**config.mk**
```make
export PLATFORM = sky130hd
export DESIGN_NAME = two_way_sorted_merge_core
export DESIGN_NICKNAME = d
export VERILOG_FILES = /design/src/rtl/tsm_pkg.sv /design/src/rtl/tsm_ram.sv /design/src/rtl/two_way_sorted_merge_core.sv
export SDC_FILE = /design/constraint.sdc
export NUM_CORES = 2
export LEC_CHECK = 0
export BUFFER_PORTS_ARGS = -buffer_cell sky130_fd_sc_hd__buf_2
export CAP_MARGIN = 20
export CORE_ASPECT_RATIO = 0.9
export CORE_MARGIN = 2
export CORE_UTILIZATION = 35
export DETAILED_ROUTE_END_ITERATION = 16
export PLACE_DENSITY_LB_ADDON = 0.05
export SYNTH_ARGS = -nofsm -noshare
export SYNTH_HDL_FRONTEND = slang
export SYNTH_SLANG_ARGS = --single-unit
```
**constraint.sdc**
```tcl
create_clock -name clk -period 7.65 [get_ports clk]
set_clock_uncertainty 0.2 [all_clocks]
set_input_delay 0.765 -clock clk [delete_from_list [all_inputs] [get_ports clk]]
set_output_delay 0.765 -clock clk [all_outputs]
set_load 0.1 [all_outputs]
```
**src/rtl/tsm_pkg.sv**
```systemverilog
`default_nettype none

package tsm_pkg;

    localparam int LIST_DEPTH  = 32;
    localparam int VALUE_WIDTH = 32;

    localparam int CNT_W = $clog2(LIST_DEPTH + 1);
    localparam int IDX_W = (LIST_DEPTH > 1) ? $clog2(LIST_DEPTH) : 1;

    localparam logic [1:0] FUNC_LOAD_A = 2'd0;
    localparam logic [1:0] FUNC_LOAD_B = 2'd1;
    localparam logic [1:0] FUNC_MERGE  = 2'd2;

    typedef logic [CNT_W-1:0]       cnt_t;
    typedef logic [IDX_W-1:0]       idx_t;
    typedef logic [VALUE_WIDTH-1:0] word_t;

endpackage

`default_nettype wire

```
**src/rtl/tsm_ram.sv**
```systemverilog
`default_nettype none

module tsm_ram #(
    parameter int DEPTH = 32,
    parameter int WIDTH = 32,
    parameter int ADDR_W = (DEPTH > 1) ? $clog2(DEPTH) : 1
) (
    input  wire logic              clk,
    input  wire logic              wr_en,
    input  wire logic [ADDR_W-1:0] wr_addr,
    input  wire logic [WIDTH-1:0]  wr_data,
    input  wire logic              rd_en,
    input  wire logic [ADDR_W-1:0] rd_addr,
    output logic      [WIDTH-1:0]  rd_data
);

    logic [WIDTH-1:0] mem [DEPTH];

    always_ff @(posedge clk)
    begin
        if (wr_en)
        begin
            mem[wr_addr] <= wr_data;
        end
    end

    always_ff @(posedge clk)
    begin
        if (rd_en)
        begin
            rd_data <= mem[rd_addr];
        end
    end

endmodule

`default_nettype wire

```
**src/rtl/two_way_sorted_merge_core.sv**
```systemverilog
`default_nettype none
// channel   dir  handshake             payload
// input     in   in_valid / in_stall   func, value
// output    out  out_valid / out_stall value_res, last, empty_res, dropped
//
// Loads are accepted back to back.
// A merge steps through accept, ST_PRIME for the RAM read, then one beat per
// cycle unless out_stall holds it, from the head compare loop over the two RAMs.
// A merge of two empty lists goes to ST_EMPTY, which registers its single beat.
// Reset clears counts, drop flag and control; the list RAMs are not cleared.
// out_stall freezes the compare loop; in_stall is high for the whole merge.

module two_way_sorted_merge_core (
    input  wire logic                                clk,
    input  wire logic                                rst_n,
    input  wire logic                                in_valid,
    output logic                                     in_stall,
    input  wire logic [1:0]                          func,
    input  wire logic signed [tsm_pkg::VALUE_WIDTH-1:0] value,
    output logic                                     out_valid,
    input  wire logic                                out_stall,
    output logic signed [tsm_pkg::VALUE_WIDTH-1:0]   value_res,
    output logic                                     last,
    output logic                                     empty_res,
    output logic                                     dropped
);

    localparam logic [1:0] ST_IDLE  = 2'd0;
    localparam logic [1:0] ST_PRIME = 2'd1;
    localparam logic [1:0] ST_MERGE = 2'd2;
    localparam logic [1:0] ST_EMPTY = 2'd3;

    localparam tsm_pkg::cnt_t FULL = tsm_pkg::CNT_W'(tsm_pkg::LIST_DEPTH);

    logic [1:0]    state_reg, state_next;
    tsm_pkg::cnt_t count_a_reg, count_a_next;
    tsm_pkg::cnt_t count_b_reg, count_b_next;
    tsm_pkg::cnt_t i_reg, i_next;
    tsm_pkg::cnt_t j_reg, j_next;
    logic          drop_reg, drop_next;

    logic           out_valid_reg, out_valid_next;
    tsm_pkg::word_t out_value_reg, out_value_next;
    logic           out_last_reg, out_last_next;
    logic           out_empty_reg, out_empty_next;
    logic           out_drop_reg, out_drop_next;

    logic           wr_a, wr_b;
    logic           rd_en_a, rd_en_b;
    tsm_pkg::idx_t  rd_addr_a, rd_addr_b;
    tsm_pkg::word_t head_a, head_b;

    logic           in_beat, slot_free;
    tsm_pkg::cnt_t  i_inc, j_inc;
    logic           have_a, have_b, take_a, emit_last;

    assign in_beat   = in_valid && !in_stall;
    assign slot_free = !out_valid_reg || !out_stall;
    assign i_inc     = i_reg + tsm_pkg::CNT_W'(1);
    assign j_inc     = j_reg + tsm_pkg::CNT_W'(1);
    assign have_a    = i_reg != count_a_reg;
    assign have_b    = j_reg != count_b_reg;
    assign take_a    = have_a && (!have_b || ($signed(head_a) < $signed(head_b)));
    assign emit_last = take_a ? ((i_inc == count_a_reg) && !have_b)
                              : ((j_inc == count_b_reg) && !have_a);

    assign wr_a = in_beat && (func == tsm_pkg::FUNC_LOAD_A) && (count_a_reg != FULL);
    assign wr_b = in_beat && (func == tsm_pkg::FUNC_LOAD_B) && (count_b_reg != FULL);

    tsm_ram #(
        .DEPTH(tsm_pkg::LIST_DEPTH),
        .WIDTH(tsm_pkg::VALUE_WIDTH)
    ) u_ram_a (
        .clk    (clk),
        .wr_en  (wr_a),
        .wr_addr(count_a_reg[tsm_pkg::IDX_W-1:0]),
        .wr_data(value),
        .rd_en  (rd_en_a),
        .rd_addr(rd_addr_a),
        .rd_data(head_a)
    );

    tsm_ram #(
        .DEPTH(tsm_pkg::LIST_DEPTH),
        .WIDTH(tsm_pkg::VALUE_WIDTH)
    ) u_ram_b (
        .clk    (clk),
        .wr_en  (wr_b),
        .wr_addr(count_b_reg[tsm_pkg::IDX_W-1:0]),
        .wr_data(value),
        .rd_en  (rd_en_b),
        .rd_addr(rd_addr_b),
        .rd_data(head_b)
    );

    always_comb
    begin
        state_next     = state_reg;
        count_a_next   = count_a_reg;
        count_b_next   = count_b_reg;
        i_next         = i_reg;
        j_next         = j_reg;
        drop_next      = drop_reg;
        out_valid_next = out_valid_reg && out_stall;
        out_value_next = out_value_reg;
        out_last_next  = out_last_reg;
        out_empty_next = out_empty_reg;
        out_drop_next  = out_drop_reg;
        rd_en_a        = 1'b0;
        rd_en_b        = 1'b0;
        rd_addr_a      = '0;
        rd_addr_b      = '0;

        case (state_reg)
            ST_IDLE:
            begin
                if (in_beat)
                begin
                    case (func)
                        tsm_pkg::FUNC_LOAD_A:
                        begin
                            if (wr_a)
                                count_a_next = count_a_reg + tsm_pkg::CNT_W'(1);
                            else
                                drop_next = 1'b1;
                        end
                        tsm_pkg::FUNC_LOAD_B:
                        begin
                            if (wr_b)
                                count_b_next = count_b_reg + tsm_pkg::CNT_W'(1);
                            else
                                drop_next = 1'b1;
                        end
                        tsm_pkg::FUNC_MERGE:
                        begin
                            i_next = '0;
                            j_next = '0;
                            if ((count_a_reg == '0) && (count_b_reg == '0))
                            begin
                                state_next = ST_EMPTY;
                            end
                            else
                            begin
                                rd_en_a    = 1'b1;
                                rd_en_b    = 1'b1;
                                state_next = ST_PRIME;
                            end
                        end
                        default:
                        begin
                        end
                    endcase
                end
            end
            ST_PRIME:
            begin
                state_next = ST_MERGE;
            end
            ST_MERGE:
            begin
                if (slot_free)
                begin
                    out_valid_next = 1'b1;
                    out_value_next = take_a ? head_a : head_b;
                    out_last_next  = emit_last;
                    out_empty_next = 1'b0;
                    out_drop_next  = drop_reg;
                    if (take_a)
                    begin
                        i_next    = i_inc;
                        rd_en_a   = 1'b1;
                        rd_addr_a = i_inc[tsm_pkg::IDX_W-1:0];
                    end
                    else
                    begin
                        j_next    = j_inc;
                        rd_en_b   = 1'b1;
                        rd_addr_b = j_inc[tsm_pkg::IDX_W-1:0];
                    end
                    if (emit_last)
                    begin
                        count_a_next = '0;
                        count_b_next = '0;
                        state_next   = ST_IDLE;
                    end
                end
            end
            ST_EMPTY:
            begin
                if (slot_free)
                begin
                    out_valid_next = 1'b1;
                    out_value_next = '0;
                    out_last_next  = 1'b1;
                    out_empty_next = 1'b1;
                    out_drop_next  = drop_reg;
                    state_next     = ST_IDLE;
                end
            end
            default:
            begin
                state_next = ST_IDLE;
            end
        endcase
    end

    always_ff @(posedge clk or negedge rst_n)
    begin
        if (!rst_n)
        begin
            state_reg     <= ST_IDLE;
            count_a_reg   <= '0;
            count_b_reg   <= '0;
            i_reg         <= '0;
            j_reg         <= '0;
            drop_reg      <= 1'b0;
            out_valid_reg <= 1'b0;
        end
        else
        begin
            state_reg     <= state_next;
            count_a_reg   <= count_a_next;
            count_b_reg   <= count_b_next;
            i_reg         <= i_next;
            j_reg         <= j_next;
            drop_reg      <= drop_next;
            out_valid_reg <= out_valid_next;
        end
    end

    always_ff @(posedge clk)
    begin
        out_value_reg <= out_value_next;
        out_last_reg  <= out_last_next;
        out_empty_reg <= out_empty_next;
        out_drop_reg  <= out_drop_next;
    end

    assign in_stall  = state_reg != ST_IDLE;
    assign out_valid = out_valid_reg;
    assign value_res = out_value_reg;
    assign last      = out_last_reg;
    assign empty_res = out_empty_reg;
    assign dropped   = out_drop_reg;

endmodule

`default_nettype wire

```
==> reports/qor.yml <==
syn-cell-area_um2: 88200
max_freq_mhz: 163
initial_core_util_pct: 35.2
grt_usage_pct: 26.1
cellPowerDensity_nw_per_um2: 347
dr.pass1.iters: 5
crit_fanout: 47
area_growth_pct: 14.8
place_congestion: 0.871
min_period_ns: 6.15
period_share_pct: 80.4
via_per_inst: 5.89
portBuffers: 74
cts_tree: "yes"
async_flop_share_pct: 1.29
reg_top3: "u_ram_a.mem (1024), u_ram_b.mem (1024)"
crit_required_ns: 7.86
first_global_vias: 51600
finalNetCount: 5938
cts_sinks: 2175
routedWlPerCell_um: 36.4
worst_setup_path_start_kind: "register"
yosys_register_bits: 2175
finalHoldViolations: 0
final_max_slew_viol_count: 0
wl_mm: 342
cts_root_buf: "clkbuf_16"
clk_pin_slew_ns: 0.06
post_cts_resized: 0
cts_max_level: 4
die_area_um2: 256000
syn-mean-instance-area_um2: 15.4
yosysSeqAreaShare_pct: 73.9
drtIter0Drc: 8312
die_w_um: 533
synth_edf_count: 2147
tns_ns: 0
drc: 0
fill_cells: 22900
worst_slack_ns: 1.50
p_leak_nw: 32.1
finalInstanceArea_um2: 101000
grt_max_degree: 99
tightest_slew_ns: 1.34
ys.flop_type: "edfxtp_1"
antenna_found_initial: 33
ios: 75
hold_class: "primary input to register"
drive_above_1_share_pct: 14.0
final_common_cell: "edfxtp_1"
final_cell_mix: "edfxtp_1, mux2i_1, nor2_1"
dp_slack_ns: 1.59
place_area_um2: 93800
coreArea_um2: 250000
clk_path_buf_depth: 3
crit_arrival_ns: 6.36
total_power_mw: 35.1
via_count: 55500
die_height_um: 480
clock_latency_ns: 0.86
synth_cell_type_count: 75
antenna_left: 0
max-vdd-ir-drop_mv: 0.364
overflow: 0
setup_viol: 0
grt_pass1_wl_mm: 465
dpl.hpwl_mm: 208
relSlewSlack_pct: 9.40
yosys_warnings: 0
rows: 174
rsz0062_at_grt: "false"
syn-num-nets: 5820
maxCapViolCount: 0
postCtsSetupRepairBufs: 0
post-route-util_pct: 40.5
netlist_instances: 5741
cts_made_buffers: 237
status: "finished, final reports clean"
crit_type: "register to register"
endpoint_kind: "register"
-- Yosys cell counts (8+ instances only) --
| master | n | area (um^2) |
|---|---|---|
| xor2_1 | 15 | 131 |
| a32oi_1 | 32 | 280 |
| ha_1 | 41 | 513 |
| clkbuf_1 | 344 | 1290 |
| xnor2_1 | 21 | 184 |
| a211oi_1 | 20 | 150 |
| o22a_1 | 43 | 377 |
| inv_1 | 87 | 327 |
| nor2b_1 | 43 | 269 |
| o211ai_1 | 68 | 510 |
| a22oi_1 | 153 | 1150 |
| a211o_1 | 62 | 543 |
| or3_1 | 8 | 50.1 |
| dfrtp_1 | 28 | 701 |
| and2_1 | 9 | 56.3 |
| o221ai_1 | 9 | 78.8 |
| o21a_1 | 9 | 67.6 |
| o22ai_1 | 35 | 219 |
| o211a_1 | 16 | 160 |
| o31ai_1 | 33 | 248 |
| a221oi_1 | 79 | 692 |
| nand2b_1 | 11 | 68.8 |
| mux2_2 | 69 | 777 |
| buf_1 | 35 | 131 |
| o21ai_0 | 220 | 1100 |
| and3_1 | 76 | 475 |
| a41oi_1 | 31 | 272 |
| edfxtp_1 | 2147 | 64500 |
| a31o_2 | 34 | 298 |
| mux2i_1 | 433 | 4330 |
| a31oi_1 | 109 | 682 |
| a221o_1 | 96 | 961 |
| o2bb2ai_1 | 63 | 552 |
| nand2_1 | 229 | 860 |
| buf_2 | 46 | 230 |
| nand3_1 | 111 | 556 |
| a21oi_1 | 275 | 1380 |
| nor3_1 | 55 | 275 |
| nand4_1 | 108 | 676 |
| nor2_1 | 348 | 1310 |
-- power breakdown --
| part | internal (mW) | switching, mW |
|---|---|---|
| clock network | 6.13 | 4.80 |
| logic | 2.63 | 7.58 |
| registers | 13.6 | 0.424 |
| total | 22.3 | 12.8 |
-- cell type report --
type,count,area (um^2),share of cell area [%]
diodes,7,17.5,0.0173
clock buffers,298,6210,6.14
clock inverters,143,1020,1.01
inverters,87,327,0.323
multi-input cells,3050,21800,21.6
flip-flops and latches,2175,65200,64.4
well taps,3344,4180,4.13
repair buffers,308,2450,2.43
-- layer usage --
layer | track usage (%) | wire, um
met4 | 4.65 | 6030
met1 | 41.3 | 164000
met2 | 37.7 | 146000
met3 | 4.30 | 26400
met5 | 0 | 27
-- stage by stage --
step                      hold WS, ns  instances
final                          0.0773       9412
after floorplan                 0.223       5741
after detailed placement        0.245       8949
after CTS                     0.00903       9393
after global routing           0.0513       9406
after global placement          0.242       8937
-- kinds of logic (layout without fill, tap and decap cells) --
family	count (synthesis)	count (layout)	share of synthesized area (%)
compound gates	1440	1440	11.5
buf+inv	516	836	2.29
simple gates	1029	1029	5.48
flops	2175	2175	73.9
mux	503	503	5.81
xor+xnor	37	37	0.383
fa+ha+maj	41	41	0.582
other cells	0	7	0
-- worst max-delay path: stages, from the launching register on --
cell	delay, ns
edfxtp_1	0.52
ha_1	0.39
a21o_1	0.17
a221o_1	0.34
a2bb2oi_1	0.36
nand4b_1	0.31
nand2b_4	0.65
and3_2	0.70
buf_4	0.33
o22a_1	0.21
a41oi_1	0.91
nand4_1	0.57
-- worst paths after layout --
path,slack (ns),cells after the start,startpoint,endpoint
max,1.50,11,u_ram_a.rd_data[17],u_ram_b.rd_data[9]
min,0.08,3,in_valid,state_reg[1]
max reg2reg,1.50,11,u_ram_a.rd_data[17],u_ram_b.rd_data[9]
min reg2reg,0.25,1,drop_reg,drop_reg
max in group asynchronous,6.25,2,rst_n,j_reg[0]
min in group asynchronous,0.46,2,rst_n,count_b_reg[2]
-- what timing repair did --
item                       4_1_cts  5_1_grt
hold buffers                     3        0
hold endpoints to repair        33        0
setup endpoints to repair        0        0
(Power assumes the default switching activity.)
